--- src/hdl/dary_min_heap_decrease_key_unit_defines.svh ---
// ----------------------------------------------------------------------------
// dary_min_heap_decrease_key_unit_defines.svh
// Assertion macros for the d-ary min-heap unit. They are empty in synthesis.
// ----------------------------------------------------------------------------
`ifndef DARY_MIN_HEAP_DECREASE_KEY_UNIT_DEFINES_SVH
`define DARY_MIN_HEAP_DECREASE_KEY_UNIT_DEFINES_SVH
`ifndef SYNTHESIS
// Check a property while out of reset
`define DMH_ASSERT(lbl, clk, rst_n, prop) \
  lbl: assert property (@(posedge clk) disable iff (!rst_n) prop) \
    else $error("dmh assertion failed");
// Check a property at every clock edge, reset included
`define DMH_ASSERT_NR(lbl, clk, prop) \
  lbl: assert property (@(posedge clk) prop) else $error("dmh assertion failed");
`else
`define DMH_ASSERT(lbl, clk, rst_n, prop)
`define DMH_ASSERT_NR(lbl, clk, prop)
`endif
`endif

--- src/hdl/dmh_ram.sv ---
// ----------------------------------------------------------------------------
// dmh_ram
// Generic single-write, single-read RAM with a registered read port.
// ----------------------------------------------------------------------------
`default_nettype none

module dmh_ram #(
  parameter int WIDTH = 8,
  parameter int DEPTH = 16
) (
  input  wire logic                     clk,
  input  wire logic                     we,
  input  wire logic [$clog2(DEPTH)-1:0] waddr,
  input  wire logic [WIDTH-1:0]         wdata,
  input  wire logic [$clog2(DEPTH)-1:0] raddr,
  output logic      [WIDTH-1:0]         rdata
);

  logic [WIDTH-1:0] mem [DEPTH];

  // Write and registered read
  always_ff @(posedge clk) begin
    if (we) begin
      mem[waddr] <= wdata;
    end
    rdata <= mem[raddr];
  end

endmodule

`default_nettype wire

--- config.mk ---
export PLATFORM = sky130hd
export DESIGN_NAME = dmh_ram
export DESIGN_NICKNAME = d
export VERILOG_FILES = /design/src/hdl/dary_min_heap_decrease_key_unit_defines.svh /design/src/hdl/dmh_ram.sv
export SDC_FILE = /design/constraint.sdc
export NUM_CORES = 1
export LEC_CHECK = 0
export ABC_AREA = 0
export ABC_CLOCK_PERIOD_IN_PS = 2490
export BUFFER_PORTS_ARGS = -buffer_cell sky130_fd_sc_hd__clkbuf_2
export CORE_ASPECT_RATIO = 0.7
export CORE_UTILIZATION = 57
export DETAILED_ROUTE_END_ITERATION = 8
export PLACE_DENSITY = 0.75
export SLEW_MARGIN = 20
export SYNTH_ARGS = -nofsm -noshare
export SYNTH_HDL_FRONTEND = slang
export SYNTH_SLANG_ARGS = --single-unit
--- constraint.sdc ---
create_clock -name clk -period 2.49 [get_ports clk]
set_input_delay 0.1245 -clock clk [delete_from_list [all_inputs] [get_ports clk]]
set_output_delay 0.1245 -clock clk [all_outputs]
set_load 0.02 [all_outputs]
==> impl_metrics.prom <==
# TYPE chip_impl_metric gauge
chip_impl_metric{name="fp.dieArea",unit="mm²"} 0.00942
chip_impl_metric{name="syn_area_per_cell",unit="µm²"} 22.5
chip_impl_info{name="timing.critical_path.cells",value="clkbuf_2 -> nand3b_1 -> nor3_1 -> buf_4"} 1
chip_impl_metric{name="cp.required",unit="ns"} 2.61
chip_impl_metric{name="timing.max_cap.violations",unit=""} 0
chip_impl_metric{name="period_minus_ws_final",unit="ns"} 1.39
chip_impl_metric{name="finish.net_count",unit=""} 295
chip_impl_metric{name="antenna_diodes",unit=""} 0
chip_impl_metric{name="hold_depth",unit=""} 1
chip_impl_metric{name="route.vias.total",unit=""} 2431
chip_impl_metric{name="flow.area_growth_from_synthesis",unit="%"} 17.6
chip_impl_metric{name="wire_per_inst",unit="µm"} 23.6
chip_impl_metric{name="post_cts_buffers",unit=""} 0
chip_impl_metric{name="mappedNetlistArea",unit="mm²"} 0.00515
chip_impl_metric{name="boundaryPins",unit=""} 26
chip_impl_metric{name="vdd_drop_max",unit="mV"} 0.593
chip_impl_metric{name="fmax",unit="GHz"} 0.719
chip_impl_metric{name="cts.path.max_buffers",unit=""} 2
chip_impl_metric{name="synth_top_area_frac",unit=""} 0.747
chip_impl_metric{name="detailedRoute.firstPassIterationCount",unit=""} 4
chip_impl_metric{name="critical_path_arrival",unit="ns"} 1.51
chip_impl_metric{name="finalPower",unit="mW"} 5.31
chip_impl_metric{name="drc",unit=""} 0
chip_impl_metric{name="hpwlAfterDp",unit="µm"} 6160
chip_impl_metric{name="initial_utilization",unit=""} 0.597
chip_impl_metric{name="post_synthesis_share_of_cell_area_spent_on_full_adders_half_adders_and_majority_gates",unit=""} 0
chip_impl_info{name="timing.critical_path.from_type",value="primary input"} 1
chip_impl_metric{name="grt_first_pass_wirelength",unit="µm"} 14700
chip_impl_metric{name="clock_transition_at_the_registers_of_the_reported_paths",unit="ns"} 0.05
chip_impl_metric{name="htree_num_levels",unit=""} 4
chip_impl_metric{name="dieWidth",unit="µm"} 116
chip_impl_metric{name="synth_cell_types",unit=""} 19
chip_impl_metric{name="report.final.slew_viol_count",unit=""} 0
chip_impl_metric{name="first_global_vias",unit=""} 2458
chip_impl_metric{name="relSlewSlack",unit=""} 0.353
chip_impl_info{name="startpoint",value="waddr[3]"} 1
chip_impl_info{name="clk_root_buffer_cell",value="sky130_fd_sc_hd__clkbuf_16"} 1
chip_impl_metric{name="post_synth_mux_area_share",unit=""} 0.150
chip_impl_metric{name="postLayoutCellArea",unit="mm²"} 0.00605
chip_impl_metric{name="layoutNonFillerInstCount",unit=""} 410
chip_impl_info{name="min-delay-start",value="wdata[6]"} 1
chip_impl_metric{name="synth.ff_latch_count",unit=""} 136
chip_impl_metric{name="worstRegToRegCells",unit=""} 3
chip_impl_metric{name="worstPathBufferInverterCount",unit=""} 2
chip_impl_metric{name="peak_fanout_along_the_critical_path",unit=""} 5
chip_impl_metric{name="fillers",unit=""} 520
chip_impl_metric{name="synth_compound_area_frac",unit=""} 0.0233
chip_impl_metric{name="gp_routability_congestion",unit=""} 0.922
chip_impl_metric{name="worst-slew-pin-transition",unit="ns"} 0.963
chip_impl_metric{name="die_height",unit="µm"} 81.5
chip_impl_metric{name="grt_max_degree",unit=""} 25
chip_impl_metric{name="p_leak",unit="nW"} 2.08
chip_impl_info{name="cp_slowest_cell",value="sky130_fd_sc_hd__nor3_1"} 1
chip_impl_metric{name="grt_use_total",unit=""} 0.237
chip_impl_metric{name="yosys.area_share.simple",unit=""} 0.0318
chip_impl_info{name="synth_top_family_by_area",value="multiplexers"} 1
chip_impl_metric{name="wl",unit="µm"} 9700
chip_impl_metric{name="setup_viol",unit=""} 0
chip_impl_metric{name="power.density_cell_area",unit="mW/mm²"} 877
chip_impl_metric{name="clock_latency",unit="ns"} 0.40
chip_impl_metric{name="placement_rows",unit=""} 28
chip_impl_info{name="worstReg2RegStart",value="mem[9][2]"} 1
chip_impl_info{name="worstSetupPathType",value="in -> reg"} 1
chip_impl_metric{name="post_synth_net_total",unit=""} 247
chip_impl_metric{name="syn_inst",unit=""} 229
chip_impl_metric{name="worst-path-stages",unit=""} 4
chip_impl_info{name="synth_top_area_cell",value="sky130_fd_sc_hd__edfxtp_1"} 1
chip_impl_metric{name="layout.core_utilization",unit=""} 0.702
chip_impl_metric{name="cts_buffers",unit=""} 17
chip_impl_info{name="worstHoldPathType",value="in -> reg"} 1
chip_impl_metric{name="post_cts_resized",unit=""} 0
chip_impl_metric{name="timing.setup.tns",unit="ns"} 0
chip_impl_info{name="tritoncts",value="done"} 1
chip_impl_info{name="synth.top_cells.by_area",value="sky130_fd_sc_hd__edfxtp_1, sky130_fd_sc_hd__mux4_2, sky130_fd_sc_hd__mux4_1"} 1
chip_impl_metric{name="ys_seq_area_frac",unit=""} 0.778
chip_impl_metric{name="grt-ovfl-total",unit=""} 0
chip_impl_metric{name="route.detailed.vias_per_inst",unit=""} 5.93
chip_impl_info{name="critical_path.endpoint_type",value="flip-flop"} 1
chip_impl_metric{name="final_layout_size_suffix_gt1_frac",unit=""} 0.303
chip_impl_info{name="critical_path.top_delay_family",value="simple AND/OR/NAND/NOR gates"} 1
chip_impl_metric{name="critical_path.max_stage_delay",unit="ns"} 0.77
chip_impl_metric{name="area_post_placement",unit="mm²"} 0.00545
chip_impl_info{name="rsz0062_at_grt",value="no"} 1
chip_impl_info{name="status",value="finished clean"} 1
chip_impl_metric{name="io_buffers",unit=""} 25
chip_impl_metric{name="final_hold_viol_count",unit=""} 0
chip_impl_metric{name="dp_cells",unit=""} 378
chip_impl_metric{name="synth_xor_xnor_area_share",unit=""} 0
chip_impl_metric{name="tritoncts_num_sinks",unit=""} 136
chip_impl_metric{name="final.setup_skew",unit="ns"} 0.00797
chip_impl_metric{name="detail-route-antenna-nets",unit=""} 0
chip_impl_metric{name="initial_antenna_violation_count",unit=""} 0
chip_impl_metric{name="hold_buffers",unit=""} 0
chip_impl_metric{name="drt_first_iter_violations",unit=""} 347
chip_impl_metric{name="yosys_warnings",unit=""} 0
chip_impl_metric{name="final.period_utilization",unit=""} 0.559
chip_impl_metric{name="core",unit="mm²"} 0.00862
## cell usage in the layout, fill, tap and decap left out, types with 2 or more instances in the layout
| cell type | instances |
|---|---|
| sky130_fd_sc_hd__clkbuf_16 | 17 |
| sky130_fd_sc_hd__nand2b_1 | 2 |
| sky130_fd_sc_hd__clkbuf_1 | 2 |
| sky130_fd_sc_hd__clkinv_2 | 7 |
| sky130_fd_sc_hd__clkbuf_2 | 25 |
| sky130_fd_sc_hd__edfxtp_1 | 128 |
| sky130_fd_sc_hd__a22oi_1 | 16 |
| sky130_fd_sc_hd__nand2_1 | 9 |
| sky130_fd_sc_hd__clkbuf_8 | 3 |
| sky130_fd_sc_hd__nor3_1 | 4 |
| sky130_fd_sc_hd__dfxtp_1 | 8 |
| sky130_fd_sc_hd__bufinv_16 | 3 |
| sky130_fd_sc_hd__mux4_1 | 14 |
| sky130_fd_sc_hd__nand3b_1 | 2 |
| sky130_fd_sc_hd__nor2_1 | 13 |
| sky130_fd_sc_hd__mux4_2 | 18 |
| sky130_fd_sc_hd__buf_4 | 13 |
## metrics by stage
stage                     hold slack [ns]  setup WS (ns)
after floorplan                     0.223          0.873
after global placement              0.541          0.708
after detailed placement            0.541          0.693
after CTS                           0.130           1.09
after global routing                0.152          0.962
final                               0.151           1.10
## synthesized netlist by cell type, drive strengths merged
library cell and instances:
and2 1, nor2 13, nor3 4, mux4 32, nor2b 1, edfxtp 128, buf 7, clkdlybuf4s25 3
and2b 1, or3b 1, a22oi 16, nand2 9, nand2b 2, dfxtp 8, nand3b 2, nand3 1
## where the power goes
group / internal (mW) / total [mW] / switching [mW]
clock: 1.64 / 2.48 / 0.843
combinational: 0.0988 / 0.250 / 0.151
sequential: 2.56 / 2.58 / 0.0154
## cells by family after synthesis
| family | after synthesis |
|---|---|
| DFF | 136 |
| AOI/OAI and AO/OA | 16 |
| buffers and inverters | 10 |
| and+or+nand+nor | 35 |
| muxes | 32 |
## state kept, by name, indices dropped and copies added (netlist names)
name,cells
mem,128
rdata,8
## final cells by class
cell class / count / area [µm²] / share of cell area
clock inverters: 10 / 125 / 0.0207
repair buffers: 39 / 243 / 0.0401
clock buffers: 22 / 474 / 0.0783
well taps: 120 / 150 / 0.0248
flip-flops and latches: 136 / 4000 / 0.661
multi-input cells: 83 / 1060 / 0.175
## path summary, 6_finish.rpt
path,to,slack (ns)
hold / removal,mem[4][6],0.15
hold reg to reg,rdata[1],0.66
setup / recovery,mem[4][7],1.10
setup reg to reg,rdata[2],1.10
## worst register-to-register path, delay by kind of cell (launching register included)
| family | cells | cell delay, ns |
|---|---|---|
| multiplexers | 1 | 0.56 |
| AND/OR/NAND/NOR | 1 | 0.08 |
| flip-flops | 1 | 0.36 |
| AO/OA/AOI/OAI | 1 | 0.27 |
## metal layers
layer  GRT usage  wire length [µm]  up-vias
met1       0.338              4130     1242
met2       0.353              4630      111
met3      0.0657               866        7
li1            -                 -     1071
met5           0                 0        -
met4      0.0961                68        0
Note: power is estimated with default switching activity, not from simulation.
