<file path="src/hdl/dary_min_heap_decrease_key_unit_defines.svh">
// ----------------------------------------------------------------------------
// dary_min_heap_decrease_key_unit_defines.svh
// Assertion macros for the d-ary min-heap unit. They are empty in synthesis.
// ----------------------------------------------------------------------------
`ifndef DARY_MIN_HEAP_DECREASE_KEY_UNIT_DEFINES_SVH
`define DARY_MIN_HEAP_DECREASE_KEY_UNIT_DEFINES_SVH
`ifndef SYNTHESIS
// Check a property while out of reset
`define DMH_ASSERT(lbl, clk, rst_n, prop) \
  lbl: assert property (@(posedge clk) disable iff (!rst_n) prop) \
    else $error("dmh assertion failed");
// Check a property at every clock edge, reset included
`define DMH_ASSERT_NR(lbl, clk, prop) \
  lbl: assert property (@(posedge clk) prop) else $error("dmh assertion failed");
`else
`define DMH_ASSERT(lbl, clk, rst_n, prop)
`define DMH_ASSERT_NR(lbl, clk, prop)
`endif
`endif

</file>
<file path="src/hdl/dmh_pkg.sv">
// ----------------------------------------------------------------------------
// dmh_pkg
// Shared types, widths and codes of the d-ary min-heap unit.
// ----------------------------------------------------------------------------
`default_nettype none

package dmh_pkg;

  localparam int CAPACITY = 1024;
  localparam int NUM_VTX  = 1024;
  localparam int KW       = 30;                  // key width
  localparam int VW       = 10;                  // vertex width
  localparam int PW       = $clog2(CAPACITY);    // heap position width
  localparam int CW       = PW + 1;              // occupancy width
  localparam int AW       = CW + 1;              // address sum width
  localparam int DW       = 5;                   // arity width
  localparam int CXW      = PW + DW + 1;         // first-child position width
  localparam int RW       = 5;                   // local index in a sibling group
  localparam int ARITY_MIN = 2;
  localparam int ARITY_MAX = 16;
  localparam int ARITY_RST = 2;

  typedef enum logic [1:0] {
    CMD_INSERT   = 2'd0,
    CMD_DECREASE = 2'd1,
    CMD_EXTRACT  = 2'd2,
    CMD_NOP      = 2'd3
  } cmd_t;

  typedef enum logic [1:0] {
    ST_OK     = 2'd0,
    ST_EMPTY  = 2'd1,
    ST_LARGER = 2'd2,
    ST_FULL   = 2'd3
  } status_t;

  typedef enum logic [4:0] {
    S_IDLE, S_LOOKUP, S_POS, S_CHECK,
    S_UP, S_DIV, S_GRP, S_GRP_CMP, S_PAR_RD, S_PAR_CMP,
    S_EX0, S_EX1, S_EX2,
    S_DN, S_DN_L, S_DN_R, S_DN_MV, S_CH, S_CH_CMP,
    S_WRITE, S_DONE
  } state_t;

  typedef struct packed {
    logic [KW-1:0] key;
    logic [VW-1:0] vtx;
  } heap_ent_t;

  typedef struct packed {
    logic            we;
    logic [PW-1:0]   waddr;
    heap_ent_t       wdata;
    logic [PW-1:0]   raddr;
  } heap_port_t;

  typedef struct packed {
    logic            we;
    logic [VW-1:0]   waddr;
    logic [PW-1:0]   wdata;
    logic [VW-1:0]   raddr;
  } pos_port_t;

  typedef struct packed {
    logic            start;
    logic [PW-1:0]   dividend;
    logic [DW-1:0]   divisor;
  } div_req_t;

  typedef struct packed {
    logic            done;
    logic [PW-1:0]   quot;
    logic [DW-1:0]   rem;
  } div_rsp_t;

  // Clamp the arity register into the supported range
  function automatic logic [DW-1:0] eff_arity(input logic [DW-1:0] a);
    logic [DW-1:0] res;
    res = a;
    if (a < DW'(ARITY_MIN)) res = DW'(ARITY_MIN);
    if (a > DW'(ARITY_MAX)) res = DW'(ARITY_MAX);
    return res;
  endfunction

endpackage

`default_nettype wire

</file>
<file path="src/hdl/dmh_div.sv">
// ----------------------------------------------------------------------------
// dmh_div
// Restoring divider, one quotient bit per cycle: position by arity.
// ----------------------------------------------------------------------------
`default_nettype none

module dmh_div
  import dmh_pkg::*;
(
  input  wire logic     clk,
  input  wire logic     rst_n,
  input  wire div_req_t req,
  output div_rsp_t      rsp
);

  localparam int ITW = $clog2(PW);

  logic           busy_r, busy_nxt;
  logic           done_r, done_nxt;
  logic [ITW-1:0] iter_r, iter_nxt;
  logic [PW-1:0]  quo_r, quo_nxt;
  logic [DW-1:0]  rem_r, rem_nxt;
  logic [DW-1:0]  dvs_r, dvs_nxt;
  logic [DW-1:0]  rem_sh;
  logic           ge;

  // One restoring step
  assign rem_sh = {rem_r[DW-2:0], quo_r[PW-1]};
  assign ge     = rem_sh >= dvs_r;

  always_comb begin
    busy_nxt = busy_r;
    done_nxt = 1'b0;
    iter_nxt = iter_r;
    quo_nxt  = quo_r;
    rem_nxt  = rem_r;
    dvs_nxt  = dvs_r;
    if (req.start) begin
      busy_nxt = 1'b1;
      iter_nxt = '0;
      quo_nxt  = req.dividend;
      rem_nxt  = '0;
      dvs_nxt  = req.divisor;
    end else if (busy_r) begin
      quo_nxt  = {quo_r[PW-2:0], ge};
      rem_nxt  = ge ? (rem_sh - dvs_r) : rem_sh;
      iter_nxt = iter_r + ITW'(1);
      if (iter_r == ITW'(PW - 1)) begin
        busy_nxt = 1'b0;
        done_nxt = 1'b1;
      end
    end
  end

  always_ff @(posedge clk) begin
    if (!rst_n) begin
      busy_r <= 1'b0;
      done_r <= 1'b0;
    end else begin
      busy_r <= busy_nxt;
      done_r <= done_nxt;
    end
    iter_r <= iter_nxt;
    quo_r  <= quo_nxt;
    rem_r  <= rem_nxt;
    dvs_r  <= dvs_nxt;
  end

  assign rsp.done = done_r;
  assign rsp.quot = quo_r;
  assign rsp.rem  = rem_r;

endmodule

`default_nettype wire

</file>
<file path="config.mk">
export PLATFORM = sky130hd
export DESIGN_NAME = dmh_div
export DESIGN_NICKNAME = d
export VERILOG_FILES = /design/src/hdl/dary_min_heap_decrease_key_unit_defines.svh /design/src/hdl/dmh_pkg.sv /design/src/hdl/dmh_div.sv
export SDC_FILE = /design/constraint.sdc
export NUM_CORES = 1
export LEC_CHECK = 0
export ABC_AREA = 1
export BUFFER_PORTS_ARGS = -buffer_cell sky130_fd_sc_hd__buf_2
export CORE_ASPECT_RATIO = 1.5
export CORE_UTILIZATION = 30
export DETAILED_ROUTE_END_ITERATION = 7
export GPL_ROUTABILITY_DRIVEN = 0
export HOLD_SLACK_MARGIN = 0.03
export PLACE_DENSITY = 0.46
export SKIP_CTS_REPAIR_TIMING = 1
export SLEW_MARGIN = 20
export SYNTH_ARGS = -nofsm -noshare
export SYNTH_HDL_FRONTEND = slang
export SYNTH_SLANG_ARGS = --single-unit
</file>
<file path="constraint.sdc">
create_clock -name clk -period 1.8 [get_ports clk]
set_clock_uncertainty 0.15 [all_clocks]
set_input_delay 0.36 -clock clk [delete_from_list [all_inputs] [get_ports clk]]
set_output_delay 0.36 -clock clk [all_outputs]
set_load 0.02 [all_outputs]
</file>
==> results.py <==
metrics = {
    "status": {
        "status": "completed",
    },
    "yosys": {
        "yosysUniqueCellTypes": 25,
        "yosys.area.top_type": "edfxtp_1",
        "yosysWarnings": 0,
        "synth_top_cell_area_share_pct": 33.8,
        "syn_inst": 153,
        "syn_area_sq_mm": 0.00133,
        "synth_fp_nets": 179,
        "yosysSeqAreaShare_pct": 50.3,
        "ys_seq_elements": 26,
        "synth.avg_cell_area_sq_um": 8.72,
        "yosys-top-cells-area": "edfxtp_1, dfxtp_1, nand2_1, ha_1, nand3_1",
    },
    "grt": {
        "grt_usage_pct": 12.6,
        "grt_antenna_before_repair": 0,
        "grt_pass1_wl_um": 4770,
        "grt_overflow": 0,
        "first_global_vias": 1102,
        "grt_start_max_net_pins": 16,
    },
    "detailed_routing": {
        "viasPerCell": 4.66,
        "antenna_left": 0,
        "drcViolationCount": 0,
        "routed_wl_um": 2710,
        "via_count": 1094,
        "drtIter0Drc": 23,
        "wl_per_cell_um": 11.5,
        "first_pass_iters": 4,
    },
    "timing": {
        "tightest_slew_ps": 265,
        "rsz0062_at_grt": "yes",
        "period_needed_ps": 1720,
        "setup_ws_ps": 83.6,
        "finalSetupViolations": 0,
        "relSlewSlack_pct": 82.3,
        "final_max_slew_viol_count": 0,
        "max_freq_mhz": 583,
        "finalHoldViolCount": 0,
        "fin_crit_sh_pct": 95.4,
    },
    "critical_path": {
        "regToRegStartpoint": "dvs_r[0]$_DFFE_PP_",
        "crit_path_frequent_cell": "nand2_1",
        "ff2ff_setup_slack_ps": 80,
        "arrival_ps": 1740,
        "cp_max_fo": 2,
        "slowest_stage": "edfxtp_1",
        "path_class": "flip-flop to flip-flop",
        "cp.required_ps": 1820,
        "path_cells": "ha_4 > fa_2 > inv_2 > nand3_2 > nand2_1 > nand2_1 > nand2_1 > nand2_2 > nand3_2 > nand2_1",
        "rr_worst_depth": 10,
        "setup.worst_path.end_class": "flip-flop",
        "start_kind": "flip-flop",
        "max_stage_delay_ps": 430,
        "rr_endpoint": "rem_r[4]$_SDFFE_PP0P_",
    },
    "cells_and_area": {
        "n_antenna_cell": 0,
        "drive_gt1_share_pct": 31.2,
        "multi_input_area_sq_um": 589,
        "utilization_pct": 38.5,
        "fillers": 434,
        "design_area_sq_mm": 0.00164,
        "synthToLayoutAreaGrowth_pct": 22.6,
        "final_nets": 216,
        "regArea_sq_um": 671,
    },
    "clock_tree": {
        "cts.clk_slew.worst_paths_ps": 90,
        "cts-root-buf": "clkbuf_8",
        "cts.path.max_buffers": 2,
        "cts_tree": "done",
        "clk_latency_ps": 270,
        "cts.htree.levels": 1,
        "numCtsBuffers": 3,
        "cts.sinks": 26,
    },
    "floorplanning": {
        "num_io_pins": 34,
        "start_util_pct": 31.4,
        "die_width_um": 56.4,
        "row_count": 29,
        "die_y_um": 83.7,
        "core_area_sq_mm": 0.00425,
        "die_area_sq_mm": 0.00472,
    },
    "job": {
        "drv_cap": 0,
    },
    "placed_design": {
        "place.port_buffers": 33,
        "post-place-ws_ps": 92.9,
        "placed_area_sq_mm": 0.00156,
        "hpwl_um": 2110,
    },
    "pwr": {
        "finalPower_mw": 1.42,
        "p_leak_nw": 0.804,
        "peakVddDrop_mv": 0.414,
        "p_per_area_mw_per_mm2": 870,
    },
    "min_path": {
        "holdPathEnd": "dvs_r[4]$_DFFE_PP_",
        "holdPathStages": 1,
        "min_path_type": "input port to flip-flop",
        "hp-start": "req[4]",
    },
}
synth_stat cells:
cell,count
nand3_4,1
ha_1,7
nand2_2,2
buf_2,1
nor2_1,3
nor2_2,2
inv_2,4
dfxtp_1,11
fa_1,1
nor4_2,1
o21ai_1,3
or2_4,1
edfxtp_1,15
inv_1,18
clkbuf_1,1
o22ai_1,1
o21ai_0,1
nand3_1,17
xor2_1,1
buf_4,1
nand2_1,51
nor2_4,2
a21oi_1,6
a31oi_1,1
nand2_4,1
metal layers:
metal	global-route usage (%)	wire (um)
met5	0	0
met4	4.66	31
met3	1.55	90
met2	23.2	1420
met1	14.3	1170
per-stage QoR:
stage | setup TNS (ps) | hold WS (ps) | std cells
4_1_cts | 0 | 105 | 235
6_report | 0 | 111 | 235
2_1_floorplan | 0 | 278 | 153
3_3_place_gp | 0 | 290 | 231
5_1_grt | -25.9 | 103 | 235
3_5_place_dp | 0 | 309 | 231
layout make-up:
cell class	instances	share of cell area [%]
clock buffers	4	3.37
inverters	22	5.05
multi-input cells	102	36.0
flip-flops and latches	26	41.0
well taps	46	3.52
repair buffers	35	11.0
registers in the layout (all words and copies together), names as in the netlist:
signal and flops:
busy_r 1, done_r 1, dvs_r 5, iter_r 4, quo_r 10, rem_r 5
cell families after synthesis:
kind of cell	Yosys count	synth area share, %
buffers and inverters	25	7.41
flip-flops	26	50.3
adder cells (fa/ha/maj)	8	8.07
AO/OA/AOI/OAI	12	4.69
AND/OR/NAND/NOR	81	28.9
XOR/XNOR	1	0.657
worst max path at each step:
stage,from,to,depth (start not counted)
2_1_floorplan,quo_r[9]$_DFFE_PP_,rem_r[4]$_SDFFE_PP0P_,11
3_3_place_gp,quo_r[9]$_DFFE_PP_,rem_r[4]$_SDFFE_PP0P_,11
3_5_place_dp,quo_r[9]$_DFFE_PP_,rem_r[4]$_SDFFE_PP0P_,11
4_1_cts,quo_r[9]$_DFFE_PP_,rem_r[4]$_SDFFE_PP0P_,11
5_1_grt,dvs_r[0]$_DFFE_PP_,rem_r[4]$_SDFFE_PP0P_,10
6_report,dvs_r[0]$_DFFE_PP_,rem_r[4]$_SDFFE_PP0P_,10
power by group:
part,switching [mW],total (mW),internal [mW]
clock network,0.181,0.377,0.195
registers,0.0329,0.716,0.684
logic,0.203,0.329,0.126
total,0.418,1.42,1.00
worst max-delay path, delay by kind of cell, from the launching register on:
| family | cells | cell delay, ps |
|---|---|---|
| buffers and inverters | 1 | 60 |
| DFF | 1 | 430 |
| and+or+nand+nor | 7 | 380 |
| adders and majority gates | 2 | 590 |
cells in the final DEF (no fill, tap or decap), drive strengths merged:
master and count:
a21oi 6, a31oi 1, buf 35, clkbuf 4
dfxtp 11, edfxtp 15, fa 1, ha 7
inv 22, nand2 54, nand3 18, nor2 7
nor4 1, o21ai 4, o22ai 1, or2 1
xor2 1
No activity file was read; power rests on OpenSTA's default activity.
