$ cat src/hdl/dary_min_heap_decrease_key_unit_defines.svh
// ----------------------------------------------------------------------------
// dary_min_heap_decrease_key_unit_defines.svh
// Assertion macros for the d-ary min-heap unit. They are empty in synthesis.
// ----------------------------------------------------------------------------
`ifndef DARY_MIN_HEAP_DECREASE_KEY_UNIT_DEFINES_SVH
`define DARY_MIN_HEAP_DECREASE_KEY_UNIT_DEFINES_SVH
`ifndef SYNTHESIS
// Check a property while out of reset
`define DMH_ASSERT(lbl, clk, rst_n, prop) \
  lbl: assert property (@(posedge clk) disable iff (!rst_n) prop) \
    else $error("dmh assertion failed");
// Check a property at every clock edge, reset included
`define DMH_ASSERT_NR(lbl, clk, prop) \
  lbl: assert property (@(posedge clk) prop) else $error("dmh assertion failed");
`else
`define DMH_ASSERT(lbl, clk, rst_n, prop)
`define DMH_ASSERT_NR(lbl, clk, prop)
`endif
`endif

$ cat src/hdl/dmh_pkg.sv
// ----------------------------------------------------------------------------
// dmh_pkg
// Shared types, widths and codes of the d-ary min-heap unit.
// ----------------------------------------------------------------------------
`default_nettype none

package dmh_pkg;

  localparam int CAPACITY = 1024;
  localparam int NUM_VTX  = 1024;
  localparam int KW       = 30;                  // key width
  localparam int VW       = 10;                  // vertex width
  localparam int PW       = $clog2(CAPACITY);    // heap position width
  localparam int CW       = PW + 1;              // occupancy width
  localparam int AW       = CW + 1;              // address sum width
  localparam int DW       = 5;                   // arity width
  localparam int CXW      = PW + DW + 1;         // first-child position width
  localparam int RW       = 5;                   // local index in a sibling group
  localparam int ARITY_MIN = 2;
  localparam int ARITY_MAX = 16;
  localparam int ARITY_RST = 2;

  typedef enum logic [1:0] {
    CMD_INSERT   = 2'd0,
    CMD_DECREASE = 2'd1,
    CMD_EXTRACT  = 2'd2,
    CMD_NOP      = 2'd3
  } cmd_t;

  typedef enum logic [1:0] {
    ST_OK     = 2'd0,
    ST_EMPTY  = 2'd1,
    ST_LARGER = 2'd2,
    ST_FULL   = 2'd3
  } status_t;

  typedef enum logic [4:0] {
    S_IDLE, S_LOOKUP, S_POS, S_CHECK,
    S_UP, S_DIV, S_GRP, S_GRP_CMP, S_PAR_RD, S_PAR_CMP,
    S_EX0, S_EX1, S_EX2,
    S_DN, S_DN_L, S_DN_R, S_DN_MV, S_CH, S_CH_CMP,
    S_WRITE, S_DONE
  } state_t;

  typedef struct packed {
    logic [KW-1:0] key;
    logic [VW-1:0] vtx;
  } heap_ent_t;

  typedef struct packed {
    logic            we;
    logic [PW-1:0]   waddr;
    heap_ent_t       wdata;
    logic [PW-1:0]   raddr;
  } heap_port_t;

  typedef struct packed {
    logic            we;
    logic [VW-1:0]   waddr;
    logic [PW-1:0]   wdata;
    logic [VW-1:0]   raddr;
  } pos_port_t;

  typedef struct packed {
    logic            start;
    logic [PW-1:0]   dividend;
    logic [DW-1:0]   divisor;
  } div_req_t;

  typedef struct packed {
    logic            done;
    logic [PW-1:0]   quot;
    logic [DW-1:0]   rem;
  } div_rsp_t;

  // Clamp the arity register into the supported range
  function automatic logic [DW-1:0] eff_arity(input logic [DW-1:0] a);
    logic [DW-1:0] res;
    res = a;
    if (a < DW'(ARITY_MIN)) res = DW'(ARITY_MIN);
    if (a > DW'(ARITY_MAX)) res = DW'(ARITY_MAX);
    return res;
  endfunction

endpackage

`default_nettype wire

$ cat src/hdl/dmh_ctrl.sv
// ----------------------------------------------------------------------------
// dmh_ctrl
// Command sequencer: lookup, insert, decrease and extract with hole-based
// sifting over the heap and position memories.
// ----------------------------------------------------------------------------
`default_nettype none
`include "dary_min_heap_decrease_key_unit_defines.svh"

module dmh_ctrl
  import dmh_pkg::*;
(
  input  wire logic            clk,
  input  wire logic            rst_n,
  input  wire logic            start,
  output logic                 busy,
  input  wire logic [1:0]      in_cmd,
  input  wire logic [VW-1:0]   in_vertex,
  input  wire logic [KW-1:0]   in_new_key,
  output logic                 out_valid,
  output logic      [VW-1:0]   out_vertex,
  output logic      [KW-1:0]   out_key,
  output logic      [1:0]      out_status,
  output logic      [CW-1:0]   out_occupancy,
  input  wire logic [DW-1:0]   arity,
  output heap_port_t           heap_port,
  input  wire heap_ent_t       heap_rd,
  output pos_port_t            pos_port,
  input  wire logic [PW-1:0]   pos_rd,
  output div_req_t             div_req,
  input  wire div_rsp_t        div_rsp
);

  state_t         state_r, state_nxt;
  logic [CW-1:0]  cnt_r, cnt_nxt;
  logic [VW-1:0]  v_r, v_nxt;
  logic [KW-1:0]  key_r, key_nxt;
  heap_ent_t      car_r, car_nxt;        // entry being sifted
  heap_ent_t      sm_r, sm_nxt;          // smallest sibling candidate
  logic           smv_r, smv_nxt;
  logic [RW-1:0]  sr_r, sr_nxt;
  logic [PW-1:0]  pos_r, pos_nxt;
  logic [RW-1:0]  r_r, r_nxt;
  logic [PW-1:0]  base_r, base_nxt;
  logic [PW-1:0]  f_r, f_nxt;
  logic [PW-1:0]  c_r, c_nxt;
  logic [VW-1:0]  ov_r, ov_nxt;
  logic [KW-1:0]  ok_r, ok_nxt;
  status_t        st_r, st_nxt;
  logic           oval_r;

  logic [DW-1:0]  d;
  logic           full, pres, p_in, up_swap, left_lt, right_lt;
  logic [PW-1:0]  grp_q;
  logic [RW:0]    l_idx, r_idx, d6;
  logic [AW-1:0]  l_addr, r_addr;
  logic           l_ok, r_ok;
  logic [CXW-1:0] c_full;
  logic           c_ok;

  // Shared conditions
  assign d        = eff_arity(arity);
  assign full     = cnt_r >= CW'(CAPACITY);
  assign pres     = heap_rd.vtx == v_r;
  assign p_in     = CW'(pos_rd) < cnt_r;
  assign grp_q    = base_r + PW'(r_r >> 1);
  assign up_swap  = heap_rd.key > car_r.key;
  assign d6       = (RW+1)'(d);
  assign l_idx    = {r_r, 1'b0};
  assign r_idx    = l_idx + (RW+1)'(1);
  assign l_addr   = AW'(base_r) + AW'(l_idx);
  assign r_addr   = l_addr + AW'(1);
  assign l_ok     = (l_idx <= d6) && (l_addr < AW'(cnt_r));
  assign r_ok     = (r_idx <= d6) && (r_addr < AW'(cnt_r));
  assign left_lt  = heap_rd.key < car_r.key;
  assign right_lt = heap_rd.key < (smv_r ? sm_r.key : car_r.key);
  assign c_full   = CXW'(pos_r) * CXW'(d) + CXW'(1);
  assign c_ok     = c_full < CXW'(cnt_r);

  // Next state
  always_comb begin
    state_nxt = state_r;
    case (state_r)
      S_IDLE: begin
        if (start) begin
          if (in_cmd == CMD_EXTRACT) begin
            state_nxt = (cnt_r == '0) ? S_DONE : S_EX0;
          end else if (in_cmd == CMD_NOP) begin
            state_nxt = S_DONE;
          end else begin
            state_nxt = S_LOOKUP;
          end
        end
      end
      S_LOOKUP:  state_nxt = S_POS;
      S_POS:     state_nxt = p_in ? S_CHECK : (full ? S_DONE : S_UP);
      S_CHECK: begin
        if (pres) begin
          state_nxt = (key_r > heap_rd.key) ? S_DONE : S_UP;
        end else begin
          state_nxt = full ? S_DONE : S_UP;
        end
      end
      S_UP:      state_nxt = (pos_r == '0) ? S_WRITE : S_DIV;
      S_DIV:     state_nxt = div_rsp.done ? S_GRP : S_DIV;
      S_GRP:     state_nxt = (r_r > RW'(1)) ? S_GRP_CMP : S_PAR_CMP;
      S_GRP_CMP: state_nxt = up_swap ? S_GRP : S_PAR_RD;
      S_PAR_RD:  state_nxt = S_PAR_CMP;
      S_PAR_CMP: state_nxt = up_swap ? S_UP : S_WRITE;
      S_EX0:     state_nxt = S_EX1;
      S_EX1:     state_nxt = S_EX2;
      S_EX2:     state_nxt = S_DN;
      S_DN: begin
        if (pos_r == '0 || !l_ok) begin
          state_nxt = S_CH;
        end else begin
          state_nxt = S_DN_L;
        end
      end
      S_DN_L:    state_nxt = r_ok ? S_DN_R : S_DN_MV;
      S_DN_R:    state_nxt = S_DN_MV;
      S_DN_MV:   state_nxt = smv_r ? S_DN : S_CH;
      S_CH:      state_nxt = c_ok ? S_CH_CMP : S_WRITE;
      S_CH_CMP:  state_nxt = left_lt ? S_DN : S_WRITE;
      S_WRITE:   state_nxt = S_DONE;
      S_DONE:    state_nxt = S_IDLE;
      default:   state_nxt = S_IDLE;
    endcase
  end

  // Datapath and memory requests
  always_comb begin
    cnt_nxt   = cnt_r;
    v_nxt     = v_r;
    key_nxt   = key_r;
    car_nxt   = car_r;
    sm_nxt    = sm_r;
    smv_nxt   = smv_r;
    sr_nxt    = sr_r;
    pos_nxt   = pos_r;
    r_nxt     = r_r;
    base_nxt  = base_r;
    f_nxt     = f_r;
    c_nxt     = c_r;
    ov_nxt    = ov_r;
    ok_nxt    = ok_r;
    st_nxt    = st_r;
    heap_port = '0;
    pos_port  = '0;
    div_req   = '0;
    div_req.dividend = pos_r - PW'(1);
    div_req.divisor  = d;
    case (state_r)
      S_IDLE: begin
        if (start) begin
          v_nxt   = in_vertex;
          key_nxt = in_new_key;
          ov_nxt  = in_vertex;
          ok_nxt  = '0;
          st_nxt  = ST_OK;
          if (in_cmd == CMD_EXTRACT && cnt_r == '0) begin
            ov_nxt = '0;
            st_nxt = ST_EMPTY;
          end
        end
      end
      S_LOOKUP: begin
        pos_port.raddr = v_r;
      end
      S_POS: begin
        pos_nxt         = pos_rd;
        heap_port.raddr = pos_rd;
        if (!p_in) begin
          // Absent vertex: insert at the tail
          if (full) begin
            st_nxt = ST_FULL;
          end else begin
            pos_nxt = cnt_r[PW-1:0];
            cnt_nxt = cnt_r + CW'(1);
            car_nxt = '{key: key_r, vtx: v_r};
            ok_nxt  = key_r;
          end
        end
      end
      S_CHECK: begin
        if (pres) begin
          if (key_r > heap_rd.key) begin
            ok_nxt = heap_rd.key;
            st_nxt = ST_LARGER;
          end else begin
            car_nxt = '{key: key_r, vtx: v_r};
            ok_nxt  = key_r;
          end
        end else if (full) begin
          st_nxt = ST_FULL;
        end else begin
          pos_nxt = cnt_r[PW-1:0];
          cnt_nxt = cnt_r + CW'(1);
          car_nxt = '{key: key_r, vtx: v_r};
          ok_nxt  = key_r;
        end
      end
      S_UP: begin
        div_req.start = (pos_r != '0);
      end
      S_DIV: begin
        if (div_rsp.done) begin
          r_nxt    = RW'(div_rsp.rem) + RW'(1);
          base_nxt = pos_r - PW'(1) - PW'(div_rsp.rem);
          f_nxt    = div_rsp.quot;
        end
      end
      S_GRP: begin
        heap_port.raddr = (r_r > RW'(1)) ? grp_q : f_r;
      end
      S_GRP_CMP: begin
        // Climb within the sibling group
        if (up_swap) begin
          heap_port.we    = 1'b1;
          heap_port.waddr = pos_r;
          heap_port.wdata = heap_rd;
          pos_port.we     = 1'b1;
          pos_port.waddr  = heap_rd.vtx;
          pos_port.wdata  = pos_r;
          pos_nxt         = grp_q;
          r_nxt           = r_r >> 1;
        end
      end
      S_PAR_RD: begin
        heap_port.raddr = f_r;
      end
      S_PAR_CMP: begin
        // Swap with the parent node
        if (up_swap) begin
          heap_port.we    = 1'b1;
          heap_port.waddr = pos_r;
          heap_port.wdata = heap_rd;
          pos_port.we     = 1'b1;
          pos_port.waddr  = heap_rd.vtx;
          pos_port.wdata  = pos_r;
          pos_nxt         = f_r;
        end
      end
      S_EX0: begin
        heap_port.raddr = '0;
      end
      S_EX1: begin
        ov_nxt          = heap_rd.vtx;
        ok_nxt          = heap_rd.key;
        heap_port.raddr = PW'(cnt_r - CW'(1));
      end
      S_EX2: begin
        car_nxt = heap_rd;
        cnt_nxt = cnt_r - CW'(1);
        pos_nxt = '0;
      end
      S_DN: begin
        heap_port.raddr = l_addr[PW-1:0];
        smv_nxt         = 1'b0;
      end
      S_DN_L: begin
        heap_port.raddr = r_addr[PW-1:0];
        if (left_lt) begin
          sm_nxt  = heap_rd;
          smv_nxt = 1'b1;
          sr_nxt  = l_idx[RW-1:0];
        end
      end
      S_DN_R: begin
        if (right_lt) begin
          sm_nxt  = heap_rd;
          smv_nxt = 1'b1;
          sr_nxt  = r_idx[RW-1:0];
        end
      end
      S_DN_MV: begin
        // Sink within the sibling group
        if (smv_r) begin
          heap_port.we    = 1'b1;
          heap_port.waddr = pos_r;
          heap_port.wdata = sm_r;
          pos_port.we     = 1'b1;
          pos_port.waddr  = sm_r.vtx;
          pos_port.wdata  = pos_r;
          pos_nxt         = base_r + PW'(sr_r);
          r_nxt           = sr_r;
        end
      end
      S_CH: begin
        c_nxt           = c_full[PW-1:0];
        heap_port.raddr = c_full[PW-1:0];
      end
      S_CH_CMP: begin
        // Swap with the first member of the child group
        if (left_lt) begin
          heap_port.we    = 1'b1;
          heap_port.waddr = pos_r;
          heap_port.wdata = heap_rd;
          pos_port.we     = 1'b1;
          pos_port.waddr  = heap_rd.vtx;
          pos_port.wdata  = pos_r;
          pos_nxt         = c_r;
          r_nxt           = RW'(1);
          base_nxt        = c_r - PW'(1);
        end
      end
      S_WRITE: begin
        // Drop the carried entry into the hole
        heap_port.we    = 1'b1;
        heap_port.waddr = pos_r;
        heap_port.wdata = car_r;
        pos_port.we     = 1'b1;
        pos_port.waddr  = car_r.vtx;
        pos_port.wdata  = pos_r;
      end
      default: ;
    endcase
  end

  always_ff @(posedge clk) begin
    if (!rst_n) begin
      state_r <= S_IDLE;
      cnt_r   <= '0;
      oval_r  <= 1'b0;
    end else begin
      state_r <= state_nxt;
      cnt_r   <= cnt_nxt;
      oval_r  <= (state_r == S_DONE);
    end
    v_r    <= v_nxt;
    key_r  <= key_nxt;
    car_r  <= car_nxt;
    sm_r   <= sm_nxt;
    smv_r  <= smv_nxt;
    sr_r   <= sr_nxt;
    pos_r  <= pos_nxt;
    r_r    <= r_nxt;
    base_r <= base_nxt;
    f_r    <= f_nxt;
    c_r    <= c_nxt;
    ov_r   <= ov_nxt;
    ok_r   <= ok_nxt;
    st_r   <= st_nxt;
  end

  assign busy          = (state_r != S_IDLE);
  assign out_valid     = oval_r;
  assign out_vertex    = ov_r;
  assign out_key       = ok_r;
  assign out_status    = st_r;
  assign out_occupancy = cnt_r;

  `DMH_ASSERT(a_strobe_idle, clk, rst_n, out_valid |-> !busy)
  `DMH_ASSERT(a_start_busy, clk, rst_n, (start && !busy) |=> busy)
  `DMH_ASSERT(a_cnt_cap, clk, rst_n, cnt_r <= CW'(CAPACITY))
  `DMH_ASSERT(a_full_occ, clk, rst_n, (out_valid && st_r == ST_FULL) |-> full)
  `DMH_ASSERT_NR(a_rst_idle, clk, !rst_n |=> !busy)

endmodule

`default_nettype wire

$ cat config.mk
export PLATFORM = sky130hd
export DESIGN_NAME = dmh_ctrl
export DESIGN_NICKNAME = d
export VERILOG_FILES = /design/src/hdl/dmh_pkg.sv /design/src/hdl/dmh_ctrl.sv
export VERILOG_INCLUDE_DIRS = /design/src /design/src/hdl
export SDC_FILE = /design/constraint.sdc
export NUM_CORES = 1
export LEC_CHECK = 0
export ABC_AREA = 0
export BUFFER_PORTS_ARGS = -buffer_cell sky130_fd_sc_hd__buf_4
export CAP_MARGIN = 40
export CORE_ASPECT_RATIO = 2
export CORE_MARGIN = 1.5
export CORE_UTILIZATION = 50
export CTS_CLUSTER_DIAMETER = 200
export CTS_CLUSTER_SIZE = 12
export DETAILED_ROUTE_END_ITERATION = 8
export PLACE_DENSITY = 0.81
export SLEW_MARGIN = 15
export SYNTH_ARGS = -nofsm -noshare
export SYNTH_HDL_FRONTEND = slang
export SYNTH_SLANG_ARGS = --single-unit
$ cat constraint.sdc
create_clock -name clk -period 7.15 [get_ports clk]
set_clock_uncertainty 0.05 [all_clocks]
set_input_delay 0.3575 -clock clk [delete_from_list [all_inputs] [get_ports clk]]
set_output_delay 0.3575 -clock clk [all_outputs]
set_load 0.01 [all_outputs]
==> qor.txt <==
Routed vias/inst: 6.741
Setup TNS: 0 ns
Leak pwr: 9.969 nW
Worst slack, placed: 1.118 ns
Synth area leader: edfxtp_1
ANT nets after route: 0
Synth top area share: 33.76%
DR iter-0 viols: 1813
Mean Syn Cell Area: 9.497 sq um
Final Hold Fails: 0
Synth Register Bits: 230
Port Buf Inserts: 278
P&R area growth vs syn: 20.75%
Die X: 140.6 microns
Crit path time final: 5.502 ns
GPL Wtd Cong: 1.071
TritonRoute pass-1 iters: 7
Async set-reset flop share out of synthesis: 0%
Top cells by count, synth: edfxtp_1, inv_1, ha_1
Clock buffer depth: 3
Most common cell in the netlist: edfxtp_1
DIE AREA: 39140 sq um
NumNets Final: 2618
Final setup fails: 0
CTS sink cnt: 230
Post-Synthesis Cells: 1995
# rows: 100
Via count: 18650
Setup Buffers After CTS: 0
Hold WS: 0.01335 ns
Largest net degree at the start of global routing: 64
Max-slew headroom: 10.58%
Die height: 278.3 microns
Top FF cell, synth: edfxtp_1
Hold WC Path Type: in2reg
Worst Setup Start Kind: flip-flop
Antenna violations before repair: 2
Pwr/cell area: 323.3 nW/um^2
DP Wirelength: 57390 microns
Peak VDD IR: 289.0 uV
CTS tree: yes
Worst setup EP type: flip-flop
YS warnings: 0
Max Fclk: 181.7 MHz
Least-Margin Pin Slew: 1.341 ns
Post-synth EDFFs: 213
DR WL/cell: 28.10 microns
Critical-path maximum fanout: 6
Sequential area share after synthesis: 35.55%
Power, Total: 7.397 mW
GRT Overall Usage: 39.32%
Cell variety after synth: 81
Layout cell share with drive strength beyond 1: 17.05%
H-Tree Depth: 1
Worst skew pair latency: 0.54 ns
Synthesized Nets: 2324
Unrepaired setup endpoints after global routing: false
CTS buffer count: 23
Clk slew on worst S/H paths: 0.07 ns
Max Transition Viols Final: 0
Maxcap violations: 0
CP arrival: 5.84 ns
Core area: 37290 sq um
Status: finished, final reports clean
R2R setup slack: 1.65 ns
Setup slack after layout: 1.648 ns
Post-synthesis instance area: 18950 sq um
Residual DRC: 0
Root buf cell: clkbuf_16
GRT overflow: 0
IO Count: 279
First-pass GRT wire length: 115400 microns
Starting density of the core: 50.82%
Final worst path period share: 76.96%
Crit path required time: 7.49 ns
WL final: 77750 microns
Vias in the first global route: 19190
Synth area leaders: edfxtp_1, ha_1, inv_1, fa_1, nor2_1
Crit path kind: reg2reg
[cells in the final DEF (no fill, tap or decap), types with 15 or more instances in the layout]
cell / netlist / routed
o211ai_1: 28 / 28
buf_4: 21 / 315
xor2_1: 26 / 26
dfxtp_1: 17 / 16
o21ai_0: 100 / 98
nand3_1: 31 / 31
a22oi_1: 26 / 26
a32oi_1: 32 / 32
and3_1: 46 / 45
xnor2_1: 59 / 59
a31oi_1: 32 / 32
a21o_1: 34 / 34
clkbuf_16: 0 / 23
o22ai_1: 15 / 15
o221ai_1: 16 / 16
clkbuf_1: 94 / 17
a211oi_1: 22 / 21
a221oi_1: 21 / 21
ha_1: 185 / 185
dlygate4sd3_1: 0 / 68
a222oi_1: 38 / 38
a21oi_1: 92 / 91
and2_1: 21 / 21
nor2_1: 144 / 141
edfxtp_1: 213 / 213
o31ai_1: 16 / 16
inv_1: 192 / 192
mux2i_1: 53 / 53
fa_1: 28 / 28
nand4_1: 23 / 23
a221o_1: 31 / 31
nor2b_1: 24 / 24
nand2_1: 116 / 116
nor3_1: 31 / 26
[final timing paths]
path	start	cells past startpoint	end
setup / recovery	pos_r[2]$_DFFE_PP_	19	state_r[0]$_SDFFE_PN0N_
hold / removal	heap_rd[29]	1	sm_r[29]$_DFFE_PP_
setup reg to reg	pos_r[2]$_DFFE_PP_	19	state_r[0]$_SDFFE_PN0N_
hold reg to reg	r_r[0]$_DFFE_PP_	0	sr_r[1]$_DFFE_PP_
[flip-flops by register name (all words and copies together) (netlist names), 5 cells and up]
| signal | cells |
|---|---|
| sr_r | 5 |
| base_r | 10 |
| f_r | 10 |
| r_r | 5 |
| car_r | 40 |
| out_key | 30 |
| out_vertex | 10 |
| sm_r | 40 |
| key_r | 30 |
| out_occupancy | 11 |
| v_r | 10 |
| pos_r | 10 |
| state_r | 5 |
| c_r | 10 |
[worst max-delay path, cell delays in order (launching register included)]
cell       delay [ns]
edfxtp_1         0.51
inv_1            0.18
nor2_1           0.09
fa_1             0.53
fa_1             0.58
inv_1            0.07
fa_1             0.56
inv_1            0.05
ha_1             0.36
o21a_1           0.14
and2_1           0.18
a21oi_1          0.25
ha_1             0.32
a21oi_1          0.13
nand2_1          0.06
a21o_1           0.17
a2111oi_0        0.40
a21oi_1          0.13
o31ai_1          0.43
a31oi_1          0.17
[metal layers]
metal | global-route usage [%] | vias up | share of wire [%]
li1 | - | 8136 | -
met1 | 36.86 | 8984 | 30
met2 | 70.18 | 1142 | 51
met3 | 8.190 | 391 | 7.6
met4 | 36.49 | 0 | 12
met5 | 0 | - | 0
[power by group]
| group | switching, mW | internal [mW] | total [mW] |
|---|---|---|---|
| sequential | 0.359 | 1.95 | 2.31 |
| combinational | 2.38 | 1.54 | 3.93 |
| clock | 0.555 | 0.606 | 1.16 |
| total | 3.30 | 4.10 | 7.40 |
[per-stage QoR]
| step | instance area [sq um] | instances | util [%] |
|---|---|---|---|
| floorplan | 18950 | 1995 | - |
| global placement | 21330 | 2635 | 57.21 |
| detailed placement | 21460 | 2649 | 57.57 |
| CTS | 22800 | 2758 | 61.14 |
| global route | 22870 | 2764 | 61.34 |
| finish | 22880 | 2767 | 61.36 |
[timing repair]
action | CTS | global route
hold endpoints to repair | 68 | 0
hold buffers | 68 | 0
resized for setup | 0 | 0
[cells by family (layout without fill, tap and decap cells)]
kind of cell	Yosys count	after routing	synth area share, %
compound gates	572	572	21.64
xor+xnor	85	85	3.929
fa+ha+maj	213	213	15.18
buf+inv	320	630	6.828
flops	230	230	35.55
mux	64	64	3.454
other cells	0	3	0
simple gates	511	511	13.42
[area by class of cell]
type	instances	area [sq um]
fillers	3128	14410
repair buffers	395	3192
clock buffers	40	639.4
clock inverters	1	11.26
well taps	459	574.3
flip-flops and latches	230	6738
diodes	3	7.507
multi-input cells	1445	10990
inverters	194	728.2
Note: power is estimated with default switching activity, not from simulation.
